[config.mk]
export PLATFORM = sky130hd
export DESIGN_NAME = block_decimator_mean_max_pick_core_flat
export DESIGN_NICKNAME = d
export VERILOG_FILES = /design/src/dmm_pkg.sv /design/src/dmm_if.sv /design/src/dmm_ctrl.sv /design/src/dmm_dp.sv /design/src/block_decimator_mean_max_pick_core.sv /design/src/flat_wrapper.sv
export SDC_FILE = /design/constraint.sdc
export NUM_CORES = 1
export LEC_CHECK = 0
export BUFFER_PORTS_ARGS = -buffer_cell sky130_fd_sc_hd__buf_4
export CORE_AREA = 10 10 138 140
export DETAILED_ROUTE_END_ITERATION = 8
export DIE_AREA = 0 0 148 150
export PLACE_DENSITY_LB_ADDON = 0.15
export SYNTH_ARGS = -nofsm -noshare
export SYNTH_HDL_FRONTEND = slang
export SYNTH_HIERARCHICAL = 1
export SYNTH_SLANG_ARGS = --single-unit
[constraint.sdc]
create_clock -name clk_i -period 5.35 [get_ports clk_i]
set_input_delay 1.07 -clock clk_i [delete_from_list [all_inputs] [get_ports clk_i]]
set_output_delay 1.07 -clock clk_i [all_outputs]
set_load 0.005 [all_outputs]
[src/dmm_pkg.sv]
// ----------------------------------------------------------------------------
// dmm_pkg
// Shared widths, register indexes, mode codes and the command and status
// structs that join the decimator controller and datapath.
// ----------------------------------------------------------------------------
package dmm_pkg;

  // Configuration register widths and port widths
  localparam int FACT_W     = 11;
  localparam int MODE_W     = 2;
  localparam int CFG_IDX_W  = 2;
  localparam int CFG_DATA_W = 11;

  // Register indexes on the configuration port
  typedef enum logic [CFG_IDX_W-1:0] {
    REG_FACTOR = 2'd0,
    REG_MODE   = 2'd1
  } cfg_reg_e;

  // Reduction mode codes; any other code picks the first sample of a block
  localparam logic [MODE_W-1:0] MODE_MEAN = 2'd0;
  localparam logic [MODE_W-1:0] MODE_MAX  = 2'd1;

  // Controller states, one-hot
  typedef enum logic [2:0] {
    S_IDLE = 3'b001,
    S_DIV  = 3'b010,
    S_LOAD = 3'b100
  } state_e;

  // Commands from the controller to the datapath
  typedef struct packed {
    logic accept;    // take the presented sample into the block
    logic div_step;  // one quotient bit of the mean
    logic load_out;  // move the result into the output register
  } dp_cmd_t;

  // Status from the datapath to the controller
  typedef struct packed {
    logic has_result;  // the presented sample would produce a result
    logic need_div;    // that result is a block mean
    logic out_free;    // output register can take a new result
  } dp_sts_t;

endpackage

[src/dmm_if.sv]
// ----------------------------------------------------------------------------
// dmm_if
// Valid/ready channels for incoming samples and outgoing reduced values.
// ----------------------------------------------------------------------------
interface dmm_sample_if #(
  parameter int W = 16
);
  logic                valid;
  logic                ready;
  logic signed [W-1:0] sample;

  modport source (output valid, output sample, input ready);
  modport sink   (input valid, input sample, output ready);
endinterface

interface dmm_result_if #(
  parameter int W = 16
);
  logic                valid;
  logic                ready;
  logic signed [W-1:0] reduced_value;

  modport source (output valid, output reduced_value, input ready);
  modport sink   (input valid, input reduced_value, output ready);
endinterface

[src/dmm_ctrl.sv]
// ----------------------------------------------------------------------------
// dmm_ctrl
// Sequencer for the decimator: takes samples, runs the serial divider for
// block means and hands results to the output register.
// ----------------------------------------------------------------------------
module dmm_ctrl #(
  parameter int SUM_W = 27
) (
  input  logic             clk_i,
  input  logic             rst_ni,
  input  logic             in_valid_i,
  output logic             in_ready_o,
  input  dmm_pkg::dp_sts_t sts_i,
  output dmm_pkg::dp_cmd_t cmd_o
);
  import dmm_pkg::*;

  localparam int STEP_W = $clog2(SUM_W);

  state_e              state_q, state_d;
  logic [STEP_W-1:0]   step_q, step_d;
  logic                last_step;

  assign last_step = (step_q == STEP_W'(SUM_W - 1));

  // Next state and commands
  always_comb begin
    state_d    = state_q;
    step_d     = step_q;
    in_ready_o = 1'b0;
    cmd_o      = '0;
    unique case (state_q)
      S_IDLE: begin
        in_ready_o   = 1'b1;
        cmd_o.accept = in_valid_i;
        if (in_valid_i && sts_i.has_result) begin
          step_d  = '0;
          state_d = sts_i.need_div ? S_DIV : S_LOAD;
        end
      end
      S_DIV: begin
        cmd_o.div_step = 1'b1;
        step_d         = step_q + 1'b1;
        if (last_step) begin
          state_d = S_LOAD;
        end
      end
      S_LOAD: begin
        if (sts_i.out_free) begin
          cmd_o.load_out = 1'b1;
          state_d        = S_IDLE;
        end
      end
      default: begin
        state_d = S_IDLE;
      end
    endcase
  end

  // State registers
  always_ff @(posedge clk_i or negedge rst_ni) begin
    if (!rst_ni) begin
      state_q <= S_IDLE;
      step_q  <= '0;
    end else begin
      state_q <= state_d;
      step_q  <= step_d;
    end
  end

  // A mean-producing transfer starts the divider from its first step
  a_div_entry: assert property (@(posedge clk_i) disable iff (!rst_ni)
    (state_q == S_IDLE && cmd_o.accept && sts_i.has_result && sts_i.need_div)
    |=> (state_q == S_DIV && step_q == '0))
    else $error("divider not started cleanly");

  // The divider advances one step a cycle until it hands over to the load
  a_div_advance: assert property (@(posedge clk_i) disable iff (!rst_ni)
    (state_q == S_DIV)
    |=> ((state_q == S_DIV && step_q == $past(step_q) + 1'b1) || state_q == S_LOAD))
    else $error("divider step sequence broken");

endmodule

[src/dmm_dp.sv]
// ----------------------------------------------------------------------------
// dmm_dp
// Datapath of the decimator: configuration registers, block accumulator,
// running maximum or first sample, serial restoring divider for the mean
// and the output register.
// ----------------------------------------------------------------------------
module dmm_dp #(
  parameter int MAX_FACTOR   = 1024,
  parameter int SAMPLE_WIDTH = 16,
  parameter int SUM_W        = 27
) (
  input  logic                             clk_i,
  input  logic                             rst_ni,
  input  logic                             cfg_we_i,
  input  logic [dmm_pkg::CFG_IDX_W-1:0]    cfg_idx_i,
  input  logic [dmm_pkg::CFG_DATA_W-1:0]   cfg_data_i,
  input  logic signed [SAMPLE_WIDTH-1:0]   sample_i,
  input  dmm_pkg::dp_cmd_t                 cmd_i,
  output dmm_pkg::dp_sts_t                 sts_o,
  output logic                             out_valid_o,
  input  logic                             out_ready_i,
  output logic signed [SAMPLE_WIDTH-1:0]   out_value_o
);
  import dmm_pkg::*;

  // Configuration
  logic [FACT_W-1:0]              factor_q;
  logic [MODE_W-1:0]              mode_q;
  // Open block
  logic signed [SUM_W-1:0]        sum_q;
  logic [FACT_W-1:0]              count_q;
  logic signed [SAMPLE_WIDTH-1:0] held_q;
  // Pending result and divider
  logic signed [SAMPLE_WIDTH-1:0] res_q;
  logic                           sel_div_q;
  logic                           neg_q;
  logic [SUM_W-1:0]               quo_q;
  logic [FACT_W-1:0]              rem_q;
  // Output register
  logic                           out_valid_q;
  logic signed [SAMPLE_WIDTH-1:0] out_q;

  logic [FACT_W-1:0]              eff_factor;
  logic                           pass;
  logic [FACT_W-1:0]              count_inc;
  logic                           complete;
  logic signed [SUM_W-1:0]        sum_new;
  logic [SUM_W-1:0]               sum_mag;
  logic signed [SAMPLE_WIDTH-1:0] held_new;
  logic [FACT_W:0]                trial;
  logic                           trial_ge;
  logic [FACT_W:0]                trial_sub;
  logic [SUM_W-1:0]               quo_signed;
  logic                           cfg_hit;

  // Clamp the factor to the largest block size
  assign eff_factor = (32'(factor_q) > MAX_FACTOR) ? FACT_W'(MAX_FACTOR) : factor_q;
  assign pass       = (eff_factor <= FACT_W'(1));
  assign count_inc  = count_q + 1'b1;
  assign complete   = (count_inc >= eff_factor);
  assign sum_new    = sum_q + SUM_W'(sample_i);
  assign sum_mag    = sum_new[SUM_W-1] ? (~sum_new + 1'b1) : sum_new;

  // Running maximum, or first sample of the block
  always_comb begin
    held_new = held_q;
    if (count_q == '0) begin
      held_new = sample_i;
    end else if (mode_q == MODE_MAX && sample_i > held_q) begin
      held_new = sample_i;
    end
  end

  // One restoring division step on the magnitude of the block sum
  assign trial      = {rem_q, quo_q[SUM_W-1]};
  assign trial_ge   = (trial >= {1'b0, eff_factor});
  assign trial_sub  = trial - {1'b0, eff_factor};
  assign quo_signed = neg_q ? (~quo_q + 1'b1) : quo_q;

  assign cfg_hit = cfg_we_i && (cfg_idx_i == REG_FACTOR || cfg_idx_i == REG_MODE);

  assign sts_o.has_result = pass || complete;
  assign sts_o.need_div   = !pass && complete && (mode_q == MODE_MEAN);
  assign sts_o.out_free   = !out_valid_q || out_ready_i;

  assign out_valid_o = out_valid_q;
  assign out_value_o = out_q;

  // Configuration and block state
  always_ff @(posedge clk_i or negedge rst_ni) begin
    if (!rst_ni) begin
      factor_q <= FACT_W'(1);
      mode_q   <= MODE_MEAN;
      sum_q    <= '0;
      count_q  <= '0;
      held_q   <= '0;
    end else if (cfg_hit) begin
      // Any register write discards the open block
      if (cfg_idx_i == REG_FACTOR) begin
        factor_q <= cfg_data_i[FACT_W-1:0];
      end else begin
        mode_q <= cfg_data_i[MODE_W-1:0];
      end
      sum_q   <= '0;
      count_q <= '0;
      held_q  <= '0;
    end else if (cmd_i.accept && !pass) begin
      if (complete) begin
        sum_q   <= '0;
        count_q <= '0;
        held_q  <= '0;
      end else begin
        sum_q   <= sum_new;
        count_q <= count_inc;
        held_q  <= held_new;
      end
    end
  end

  // Pending result and divider; payload only
  always_ff @(posedge clk_i) begin
    if (cmd_i.accept) begin
      if (pass) begin
        res_q     <= sample_i;
        sel_div_q <= 1'b0;
      end else begin
        res_q     <= held_new;
        sel_div_q <= (mode_q == MODE_MEAN);
        neg_q     <= sum_new[SUM_W-1];
        quo_q     <= sum_mag;
        rem_q     <= '0;
      end
    end else if (cmd_i.div_step) begin
      quo_q <= {quo_q[SUM_W-2:0], trial_ge};
      rem_q <= trial_ge ? trial_sub[FACT_W-1:0] : trial[FACT_W-1:0];
    end
  end

  // Output register: hold until transferred
  always_ff @(posedge clk_i or negedge rst_ni) begin
    if (!rst_ni) begin
      out_valid_q <= 1'b0;
    end else if (cmd_i.load_out) begin
      out_valid_q <= 1'b1;
    end else if (out_ready_i) begin
      out_valid_q <= 1'b0;
    end
  end

  always_ff @(posedge clk_i) begin
    if (cmd_i.load_out) begin
      out_q <= sel_div_q ? quo_signed[SAMPLE_WIDTH-1:0] : res_q;
    end
  end

  // The open block never reaches the block size
  a_count_bound: assert property (@(posedge clk_i) disable iff (!rst_ni)
    (eff_factor <= FACT_W'(1)) || (count_q < eff_factor))
    else $error("block count reached block size");

  // The partial remainder stays below the divisor while dividing
  a_rem_bound: assert property (@(posedge clk_i) disable iff (!rst_ni)
    cmd_i.div_step |-> (rem_q < eff_factor))
    else $error("divider remainder out of range");

  // A new result is only loaded when the output register is free
  a_load_free: assert property (@(posedge clk_i) disable iff (!rst_ni)
    (out_valid_q && !out_ready_i) |=> (out_valid_q && $stable(out_q)))
    else $error("pending result overwritten");

endmodule

[src/block_decimator_mean_max_pick_core.sv]
// Sequence: pass-through, maximum and first-sample results go from the completing
//   transfer through the load state into the output register; a block mean first
//   passes through the divide state, run by the one-bit-a-cycle divider.
// Flow: samples are taken only while the sequencer is idle; a sample that produces a
//   result holds off new samples until loaded, longer while the output register is full.
// Reset: factor 1, mode mean, open block cleared, output register empty.
// ----------------------------------------------------------------------------
// block_decimator_mean_max_pick_core
// Block decimator: groups samples into blocks of a configured size and emits
// the mean, the maximum or the first sample of each block.
// ----------------------------------------------------------------------------
module block_decimator_mean_max_pick_core #(
  parameter int MAX_FACTOR   = 1024,
  parameter int SAMPLE_WIDTH = 16
) (
  input  logic                           clk_i,
  input  logic                           rst_ni,
  input  logic                           cfg_we_i,
  input  logic [dmm_pkg::CFG_IDX_W-1:0]  cfg_idx_i,
  input  logic [dmm_pkg::CFG_DATA_W-1:0] cfg_data_i,
  dmm_sample_if.sink                     in_i,
  dmm_result_if.source                   out_o
);
  import dmm_pkg::*;

  localparam int SUM_W = SAMPLE_WIDTH + FACT_W;

  dp_cmd_t cmd;
  dp_sts_t sts;

  // Sequencer
  dmm_ctrl #(
    .SUM_W (SUM_W)
  ) u_ctrl (
    .clk_i      (clk_i),
    .rst_ni     (rst_ni),
    .in_valid_i (in_i.valid),
    .in_ready_o (in_i.ready),
    .sts_i      (sts),
    .cmd_o      (cmd)
  );

  // Datapath
  dmm_dp #(
    .MAX_FACTOR   (MAX_FACTOR),
    .SAMPLE_WIDTH (SAMPLE_WIDTH),
    .SUM_W        (SUM_W)
  ) u_dp (
    .clk_i       (clk_i),
    .rst_ni      (rst_ni),
    .cfg_we_i    (cfg_we_i),
    .cfg_idx_i   (cfg_idx_i),
    .cfg_data_i  (cfg_data_i),
    .sample_i    (in_i.sample),
    .cmd_i       (cmd),
    .sts_o       (sts),
    .out_valid_o (out_o.valid),
    .out_ready_i (out_o.ready),
    .out_value_o (out_o.reduced_value)
  );

endmodule

[src/flat_wrapper.sv]
// flat-port wrapper written by rule: the top's interface ports become plain ports
module block_decimator_mean_max_pick_core_flat import dmm_pkg::*;
#(
  parameter int MAX_FACTOR   = 1024,
  parameter int SAMPLE_WIDTH = 16
)
  (clk_i, rst_ni, cfg_we_i, cfg_idx_i, cfg_data_i, in_i_valid, in_i_sample, in_i_ready, out_o_valid, out_o_reduced_value, out_o_ready);
  dmm_sample_if #(.W(16)) in_i_i ();
  dmm_result_if #(.W(16)) out_o_i ();
  input  logic clk_i;
  input  logic rst_ni;
  input  logic cfg_we_i;
  input  logic [dmm_pkg::CFG_IDX_W-1:0] cfg_idx_i;
  input  logic [dmm_pkg::CFG_DATA_W-1:0] cfg_data_i;
  input wire logic [$bits(in_i_i.valid)-1:0] in_i_valid;
  input wire logic [$bits(in_i_i.sample)-1:0] in_i_sample;
  output wire logic [$bits(in_i_i.ready)-1:0] in_i_ready;
  output wire logic [$bits(out_o_i.valid)-1:0] out_o_valid;
  output wire logic [$bits(out_o_i.reduced_value)-1:0] out_o_reduced_value;
  input wire logic [$bits(out_o_i.ready)-1:0] out_o_ready;
  assign in_i_i.valid = in_i_valid;
  assign in_i_i.sample = in_i_sample;
  assign in_i_ready = in_i_i.ready;
  assign out_o_valid = out_o_i.valid;
  assign out_o_reduced_value = out_o_i.reduced_value;
  assign out_o_i.ready = out_o_ready;
  block_decimator_mean_max_pick_core #(.MAX_FACTOR(MAX_FACTOR), .SAMPLE_WIDTH(SAMPLE_WIDTH)) u_core (.clk_i(clk_i), .rst_ni(rst_ni), .cfg_we_i(cfg_we_i), .cfg_idx_i(cfg_idx_i), .cfg_data_i(cfg_data_i), .in_i(in_i_i), .out_o(out_o_i));
endmodule
==> flow_summary_export.csv, run 1 <==
group,metric,value,unit
synth,synthTopCellsByArea,"edfxtp_1 22%, dfrtp_1 18%, ha_1 8.7%",
timing,min_period,4.45,ns
timing,maxSlewViolCount,0,
cts,holdBufCountCts,0,
worst_setup_path,start_kind,"input pin",
cells_and_area,diodes,0,
drt,via_count,8128,
cells_and_area,fin_util,68.5,%
worst_setup_path,r2r_cells,15,
cts,clockBufferDepth,2,
cts,tritoncts,"done",
drt,vias_per_cell,6.19,
cts,post_cts_buffers,0,
timing,setup_viol,0,
power_and_ir_drop,leakage,4.81,nW
synth,yosys_warnings,6,
synth,synth_edf_count,72,
synth,syn_avg_cell_area,9.63,µm²
timing,hold_viol_final,0,
drt,wirelength,24200,µm
cts,clk_latency,0.43,ns
cells_and_area,syn_to_final_growth,11.6,%
timing,fin_skew,0.00881,ns
drt,wl_per_cell,18.4,µm
worst_setup_path,criticalPathCategory,"input pin to flip-flop",
outcome,outcome,"complete, no violations",
timing,relSlewSlack,24.1,%
timing,fmax,0.225,GHz
synth,yosysSeqAreaShare,40.6,%
cells_and_area,layout_common_cells,"89 x nor2_1, 88 x a21oi_1, 82 x nand2_1",
drt,drt_iter0_drc,495,
timing,worst_slew_pin_slew,1.12,ns
synth,synth_cell_type_count,77,
synth,synth-compound-area-share,20.0,%
drt,drc,0,
min_path,min_path_cells,2,
timing,setup_tns,0,ns
power_and_ir_drop,ir_worst_vdd,496,µV
synth,synthMuxAreaShare,4.79,%
worst_setup_path,cp.required,5.53,ns
worst_setup_path,path_max_fanout,6,
timing,period_share,83.2,%
cells_and_area,nNetsFinal,1187,
global_route,antenna_found_initial,0,
floorplan,initial_core_util,61.3,%
place,dp_hpwl,17700,µm
synth,synth-simple-area-share,16.2,%
floorplan,dieArea,22200,µm²
worst_setup_path,worstPathArrival,4.63,ns
cells_and_area,nFillCells,1309,
synth,ys.flop_type,"dfrtp_1",
cells_and_area,drive_gt1_share,14.4,%
global_route,grt_max_degree,48,
floorplan,die_x,148,µm
drt,ant_nets,0,
drt,drt_pre_antenna_iters,6,
synth,ys_ff_latch,148,
floorplan,die_h,150,µm
global_route,grt_use_total,21.9,%
synth,syn_inst,1041,
floorplan,pin_count,52,
synth,synth_area_leader_cell,"edfxtp_1",
worst_setup_path,critPathCaptureType,"flip-flop",
cts,path_clk_slew,0.07,ns
synth,syn_nets,1147,
floorplan,core_area,16300,µm²
global_route,gr-total-overflow,0,
synth,syn_area,10000,µm²
timing,rsz0062_at_grt,"no",
synth,synth_top_area_share,21.6,%
cts,cts-htree-levels,4,
synth,synth_top_family_by_area,"compound AO/OA/AOI/OAI gates",
cts,cts-root-buf,"clkbuf_16",
cells_and_area,final_common_cell,"nor2_1",
min_path,hold_class,"flip-flop to flip-flop",
global_route,grt_pass1_wl,39700,µm
floorplan,row_count,47,
place,port_buffers,51,
cts,cts-resized-gates,0,
power_and_ir_drop,power_density,600,nW/µm²
synth,synth_xor_area_share,5.59,%
synth,async_flop_share,51.4,%
cts,cts_sinks,148,
global_route,grt_pass1_vias,8030,
synth,synth_adder_area_share,9.13,%
job,maxCapViolCount,0,
place,place_congestion,0.894,
cts,cts_inserted_buffers,17,
-- sequential cells by signal, summed over array words and instances (netlist names) --
register	count
u_core/u_ctrl/state_q	3
u_core/u_dp/neg_q	1
u_core/u_dp/held_q	16
u_core/u_dp/sum_q	27
u_core/u_dp/rem_q	11
u_core/u_dp/out_value_o	16
u_core/u_dp/quo_q	27
u_core/u_dp/sel_div_q	1
u_core/u_dp/out_valid_o	1
u_core/u_dp/count_q	11
u_core/u_dp/res_q	16
u_core/u_ctrl/step_q	5
u_core/u_dp/factor_q	11
u_core/u_dp/mode_q	2
-- worst max-delay path: stages --
cell	delay [ns]
buf_4	0.13
ha_1	0.22
fa_1	0.40
a21o_1	0.24
a221oi_2	0.45
o21ai_0	0.21
o211ai_1	0.37
nand4_1	0.28
nor4_2	0.63
a31oi_1	0.18
xor2_1	0.17
mux2_2	0.27
-- stage by stage --
stage	instance area (µm²)	std cells	hold slack (ns)	setup slack [ns]	power [mW]
global route	11200	1314	0.510	0.594	7.23
detailed placement	10600	1282	0.482	0.460	5.51
finish	11200	1314	0.490	0.897	6.72
floorplan	10000	1041	0.454	0.733	4.63
CTS	11200	1314	0.495	0.887	6.69
global placement	10600	1282	0.469	0.610	5.43
-- layout make-up --
cell class,count,area (µm²),share of cell area [%]
Clock buffer,17,425,3.80
Clock inverter,15,135,1.21
Inverter,53,201,1.80
Multi-Input combinational cell,796,5600,50.0
Sequential cell,148,4070,36.3
Tap cell,220,275,2.46
Timing Repair Buffer,65,488,4.36
-- worst paths after layout --
kind                                            to              startpoint  slack (ns)
hold / removal               u_core/u_dp/sum_q[19]   u_core/u_dp/sum_q[19]        0.49
min in group asynchronous    u_core/u_dp/sum_q[14]                  rst_ni        0.64
max in group asynchronous  u_core/u_dp/factor_q[0]                  rst_ni        3.76
setup / recovery             u_core/u_dp/quo_q[22]          in_i_sample[0]        0.90
hold reg to reg              u_core/u_dp/sum_q[19]   u_core/u_dp/sum_q[19]        0.49
setup reg to reg             u_core/u_dp/held_q[7]  u_core/u_dp/count_q[0]        1.20
-- cells by family after synthesis --
kind of cell,after synthesis
AOI/OAI and AO/OA,295
xor gates and xnor gates,64
adders and majority gates,72
buffers and inverters,97
DFF,148
muxes,44
and+or+nand+nor,321
-- metal layers --
layer / GRT usage [%] / part of all wire [%] / up-vias / routed length, µm
met2: 37.4 / 49 / 199 / 11800
met5: 0 / 0 / - / 0
met4: 6.34 / 1.7 / 0 / 405
met3: 4.53 / 4.9 / 35 / 1190
met1: 27.4 / 45 / 3952 / 10800
li1: - / - / 3942 / -
-- power by group --
group | leakage (nW) | switching (mW) | total [mW] | internal [mW]
Clock | 0.275 | 0.539 | 1.15 | 0.616
Combinational | 2.87 | 2.06 | 3.52 | 1.47
Sequential | 1.67 | 0.306 | 2.04 | 1.73
-- cells in the mapped netlist, types with 3 or more instances --
library cell and number:
nand2b_1 18, and4_1 5, a221o_1 3, a21oi_1 89, or3_1 7, nor3b_1 3, buf_1 3, xnor2_1 28
nor4_1 6, nor3_1 19, a31oi_1 7, a21o_1 20, nand2_1 82, and3_1 8, a211o_1 7, nand3_1 26
clkbuf_1 35, a21boi_0 6, o22ai_1 4, mux2i_1 12, nor2_1 90, o211ai_1 8, o311ai_0 3, inv_1 52
mux2_2 32, nand4_1 12, a211oi_1 12, nor2b_1 15, and2_1 5, a2111oi_0 3, a31o_2 3, a22o_1 37
o21a_1 5, or2_2 8, o31ai_1 6, edfxtp_1 72, o21ai_0 52, buf_2 5, ha_1 70, dfrtp_1 74
xor2_1 36
Power figures use the tool's default switching activity.
==> run 2: changes to the inputs <==
==> constraint.sdc (replaced) <==
create_clock -name clk_i -period 4.4 [get_ports clk_i]
set_input_delay 0.88 -clock clk_i [delete_from_list [all_inputs] [get_ports clk_i]]
set_output_delay 0.88 -clock clk_i [all_outputs]
set_load 0.005 [all_outputs]
==> run 2 against run 1 <==
First-iteration DRC count up 37%. Power up 24%. Setup slack worse by 0.35 ns. Sequential cell count unchanged. Largest power group unchanged.
==> flow_summary_export.csv, run 2 (synthesis gave the netlist of run 1 again) <==
group,metric,value,unit
timing,period_share,87.5,%
cells_and_area,syn_to_final_growth,13.6,%
cts,cts-htree-levels,4,
cells_and_area,stdcell_count,1338,
floorplan,die_x,148,µm
drt,wl_per_cell,18.2,µm
cts,tritoncts,"done",
cells_and_area,nNetsFinal,1211,
timing,min_period,3.85,ns
floorplan,die_h,150,µm
timing,setup_viol,0,
cells_and_area,nFillCells,1266,
cts,path_clk_slew,0.06,ns
floorplan,initial_core_util,61.3,%
cts,clk_latency,0.44,ns
cts,cts-resized-gates,0,
drt,via_count,8218,
cts,holdBufCountCts,0,
place,post-place-cells,1306,
cts,cts_inserted_buffers,17,
cts,cts-root-buf,"clkbuf_16",
timing,hold_viol_final,0,
drt,ant_nets,0,
drt,wirelength,24400,µm
cts,clockBufferDepth,2,
outcome,outcome,"complete, no violations",
global_route,grt_pass1_wl,40000,µm
place,place_congestion,0.928,
timing,setup_tns,0,ns
floorplan,core_area,16300,µm²
floorplan,pin_count,52,
cells_and_area,drive_gt1_share,16.2,%
cells_and_area,multi_input_area,5600,µm²
drt,drt_pre_antenna_iters,5,
worst_setup_path,worstPathArrival,4.00,ns
cts,cts_sinks,148,
floorplan,dieArea,22200,µm²
place,dp_hpwl,17500,µm
timing,maxSlewViolCount,0,
power_and_ir_drop,power_density,733,nW/µm²
global_route,gr-total-overflow,0,
job,maxCapViolCount,0,
timing,worst_slew_pin_slew,0.949,ns
floorplan,row_count,47,
global_route,grt_use_total,22.0,%
cells_and_area,final_common_cell,"nor2_1",
worst_setup_path,path_max_fanout,6,
global_route,antenna_found_initial,0,
global_route,grt_pass1_vias,7996,
drt,drc,0,
drt,vias_per_cell,6.14,
power_and_ir_drop,ir_worst_vdd,533,µV
power_and_ir_drop,leakage,4.93,nW
cells_and_area,layout_common_cells,"89 x nor2_1, 88 x buf_4, 88 x a21oi_1",
timing,relSlewSlack,36.8,%
cells_and_area,register_area,4070,µm²
cells_and_area,reg.largest.list,"u_core/u_dp/quo_q x27, u_core/u_dp/sum_q x27",
timing,fin_skew,0.0113,ns
global_route,grt_max_degree,66,
worst_setup_path,criticalPathCategory,"input pin to flip-flop",
cells_and_area,diodes,0,
worst_setup_path,critPathCaptureType,"flip-flop",
drt,drt_iter0_drc,677,
cts,post_cts_buffers,0,
timing,rsz0062_at_grt,"no",
timing,fmax,0.260,GHz
min_path,hold_class,"flip-flop to flip-flop",
worst_setup_path,start_kind,"input pin",
worst_setup_path,cp.required,4.55,ns
place,port_buffers,51,
[run 2: cell types whose count changed in the layout (fill, tap and decap cells not counted), sizes merged]
cell      change
bufinv        +1
clkinvlp      +2
inv           -7
clkbuf        +2
clkinv        +2
buf          +24
[run 2: path summary, 6_finish.rpt]
kind / start / endpoint / slack [ns] / cells past startpoint
worst max-delay path: in_i_sample[0] / u_core/u_dp/quo_q[25] / 0.55 / 13
worst min-delay path: u_core/u_dp/sum_q[19] / u_core/u_dp/sum_q[19] / 0.49 / 2
worst max register to register: u_core/u_dp/count_q[0] / u_core/u_dp/sum_q[14] / 0.59 / 13
worst min register to register: u_core/u_dp/sum_q[19] / u_core/u_dp/sum_q[19] / 0.49 / 2
max in group asynchronous: rst_ni / u_core/u_dp/sum_q[7] / 3.10 / 2
min in group asynchronous: rst_ni / u_core/u_dp/sum_q[18] / 0.50 / 1
[run 2: final cells by class]
cell class | instances | area share, %
Clock buffer | 19 | 3.89
Clock inverter | 13 | 1.10
Inverter | 53 | 1.77
Multi-Input combinational cell | 796 | 49.2
Sequential cell | 148 | 35.7
Tap cell | 220 | 2.42
Timing Repair Buffer | 89 | 5.97
[run 2: worst max-delay path, cell delays in order]
cell and delay [ns]:
buf_4 0.13, ha_1 0.21, fa_1 0.41, a21o_1 0.24
a221o_1 0.33, a311o_1 0.42, a2111oi_4 0.39, and3_4 0.25
nor4b_4 0.18, buf_4 0.19, a41oi_1 0.14, xor2_1 0.16
a21oi_1 0.08
[run 2: routing by layer]
layer / wire (µm) / GRT usage [%] / vias up
li1: - / - / 3982
met1: 11000 / 28.1 / 3936
met2: 11400 / 36.0 / 247
met3: 1350 / 4.14 / 53
met4: 637 / 9.02 / 0
met5: 0 / 0 / -
[run 2: power by group]
part	leakage [nW]	switching [mW]	internal, mW	total (mW)
combinational	2.99	2.52	1.94	4.46
sequential	1.67	0.378	2.11	2.49
clock	0.270	0.611	0.800	1.41
[run 2: metrics by stage]
stage               power, mW  util [%]  area, µm²  worst slack [ns]  hold WS (ns)
global route             8.96      69.7      11400             0.250         0.516
floorplan                5.63         -      10000             0.381         0.454
detailed placement       6.85      66.2      10800             0.142         0.478
finish                   8.35      69.7      11400             0.551         0.490
global placement         6.74      66.2      10800             0.164         0.467
CTS                      8.32      69.7      11400             0.567         0.493
==> run 3: changes to the inputs <==
--- a/config.mk
+++ b/config.mk
@@ -6,9 +6,9 @@
 export NUM_CORES = 1
 export LEC_CHECK = 0
 export BUFFER_PORTS_ARGS = -buffer_cell sky130_fd_sc_hd__buf_4
-export CORE_AREA = 10 10 138 140
+export CORE_AREA = 10 10 132 146
 export DETAILED_ROUTE_END_ITERATION = 8
-export DIE_AREA = 0 0 148 150
+export DIE_AREA = 0 0 142 156
 export PLACE_DENSITY_LB_ADDON = 0.15
 export SYNTH_ARGS = -nofsm -noshare
 export SYNTH_HDL_FRONTEND = slang
==> run 3 against run 2 <==
Worst hold slack gained 0.0012 ns. Clock power is essentially flat. First-iteration DRC count shrank 11%. Setup slack lost 0.046 ns. Clock-buffer cell count grew 1. Non-clock buffer count shrank 2. Global-route usage shrank 0.30 points. Highest routed layer unchanged.
==> flow_summary_export.csv, run 3 (synthesis gave the netlist of run 1 again) <==
group,metric,value,unit
min_path,hold_class,"flip-flop to flip-flop",
cts,cts_inserted_buffers,17,
cts,cts-root-buf,"clkbuf_16",
cells_and_area,reg.largest.list,"u_core/u_dp/quo_q x27, u_core/u_dp/sum_q x27",
global_route,grt_use_met2,35.7,%
cts,path_clk_slew,0.06,ns
cells_and_area,syn_to_final_growth,13.5,%
floorplan,die_x,142,µm
worst_setup_path,start_kind,"input pin",
drt,ant_nets,0,
cts,tritoncts,"done",
floorplan,core_area,16200,µm²
power_and_ir_drop,swShare,41.5,%
cells_and_area,stdcell_count,1320,
power_and_ir_drop,p_int,4.88,mW
place,place_congestion,0.940,
cts,cts_sinks,148,
power_and_ir_drop,seq_power_share,29.7,%
timing,fin_skew,0.00851,ns
timing,fmax,0.257,GHz
global_route,antenna_found_initial,0,
drt,vias_per_cell,6.23,
power_and_ir_drop,power_density,732,nW/µm²
power_and_ir_drop,pwr-share-clk,17.3,%
drt,via_count,8222,
global_route,gr-total-overflow,0,
drt,drc,0,
cts,cts-htree-levels,4,
cells_and_area,diodes,0,
worst_setup_path,r2r_start,"u_core/u_dp/count_q[0]",
place,post-place-cells,1288,
drt,drt_pre_antenna_iters,5,
timing,min_period,3.90,ns
worst_setup_path,critPathCaptureType,"flip-flop",
cts,clockBufferDepth,2,
timing,rsz0062_at_grt,"no",
power_and_ir_drop,netSwitchingPower,3.46,mW
power_and_ir_drop,power_frac_comb,53.0,%
global_route,grt_max_degree,79,
drt,wirelength,23800,µm
timing,maxSlewViolCount,0,
floorplan,pin_count,52,
global_route,met1_usage,27.9,%
worst_setup_path,critical-path-max-stage-delay,0.42,ns
timing,hold_viol_final,0,
worst_setup_path,regToRegSetupSlack,0.69,ns
outcome,outcome,"complete, no violations",
cts,post_cts_buffers,0,
cts,clk_latency,0.43,ns
place,port_buffers,51,
global_route,grt_use_total,21.7,%
cells_and_area,nNetsFinal,1209,
place,dp_hpwl,17100,µm
floorplan,row_count,49,
timing,setup_viol,0,
floorplan,initial_core_util,62.0,%
timing,relSlewSlack,30.2,%
cells_and_area,fin_util,70.3,%
power_and_ir_drop,leakage,4.94,nW
worst_setup_path,cp-startpoint,"in_i_sample[0]",
global_route,met3_usage,3.93,%
timing,worst_slew_pin_slew,1.05,ns
global_route,busiest_layer,"met2",
worst_setup_path,cp_common_cell,"buf_4",
global_route,grt_pass1_wl,39900,µm
timing,period_share,88.5,%
global_route,grt_pass1_vias,8109,
job,maxCapViolCount,0,
worst_setup_path,worstPathCellList,"buf_4, ha_1, fa_1, a21o_1, a221o_1, a311o_1, a2111oi_4, and3_4, nor4b_4, buf_4, a41oi_1, xor2_1, a21oi_1",
worst_setup_path,crit_slowest_cell,"a311o_1",
power_and_ir_drop,p_total,8.33,mW
floorplan,dieArea,22200,µm²
worst_setup_path,worstPathArrival,4.03,ns
worst_setup_path,criticalPathCategory,"input pin to flip-flop",
cells_and_area,drive_gt1_share,16.0,%
worst_setup_path,cp.required,4.53,ns
timing,setup_tns,0,ns
min_path,min_from,"u_core/u_dp/sum_q[25]",
drt,wl_per_cell,18.0,µm
cts,cts-resized-gates,0,
worst_setup_path,path_max_fanout,6,
cells_and_area,layout_common_cells,"89 x nor2_1, 88 x a21oi_1, 86 x buf_4",
power_and_ir_drop,ir_worst_vdd,446,µV
floorplan,die_h,156,µm
cts,holdBufCountCts,0,
drt,drt_iter0_drc,602,
cells_and_area,final_common_cell,"nor2_1",
[run 3: changes by cell type in the layout (fill, tap and decap cells not counted), sizes merged]
cell      before  now
buf           89   87
clkbuf        19   20
clkinv         5    7
clkinvlp       3    0
[run 3: final cells by class]
class | count | area [µm²]
multi-input cells | 796 | 5600
fillers | 1284 | 4810
flip-flops and latches | 148 | 4070
repair buffers | 87 | 666
clock buffers | 20 | 468
well taps | 204 | 255
inverters | 53 | 201
clock inverters | 12 | 120
[run 3: power by group through the flow]
stage	registers [mW]	logic (mW)	clock network, mW
final	2.48	4.41	1.44
after global routing	2.54	4.91	1.52
after CTS	2.47	4.38	1.46
after detailed placement	2.48	4.34	0
after global placement	2.47	4.26	0
after floorplan	2.35	3.28	0
[run 3: path summary, 6_finish.rpt]
path,to,cells after the start
setup / recovery,u_core/u_dp/quo_q[25],13
hold / removal,u_core/u_dp/sum_q[25],2
setup reg to reg,u_core/u_ctrl/state_q[2],15
hold reg to reg,u_core/u_dp/sum_q[25],2
max in group asynchronous,u_core/u_dp/held_q[7],1
min in group asynchronous,u_core/u_dp/held_q[11],1
[run 3: per-layer routing]
layer,up-vias,wire [µm]
met5,-,0
met4,0,499
met3,38,978
met2,197,11600
met1,4005,10700
li1,3982,-
[run 3: critical path: cells and delay by family]
family                   cells  cell delay, ns
AO/OA/AOI/OAI                6            1.62
XOR/XNOR                     1            0.17
adder cells (fa/ha/maj)      2            0.63
buffers and inverters        2            0.31
AND/OR/NAND/NOR              2            0.43
[run 3: through the flow]
step	hold WS, ns	instance area [µm²]	setup slack, ns
global placement	0.465	10800	0.170
detailed placement	0.478	10800	0.115
global route	0.512	11400	0.312
CTS	0.492	11400	0.529
finish	0.491	11400	0.504
floorplan	0.454	10000	0.381
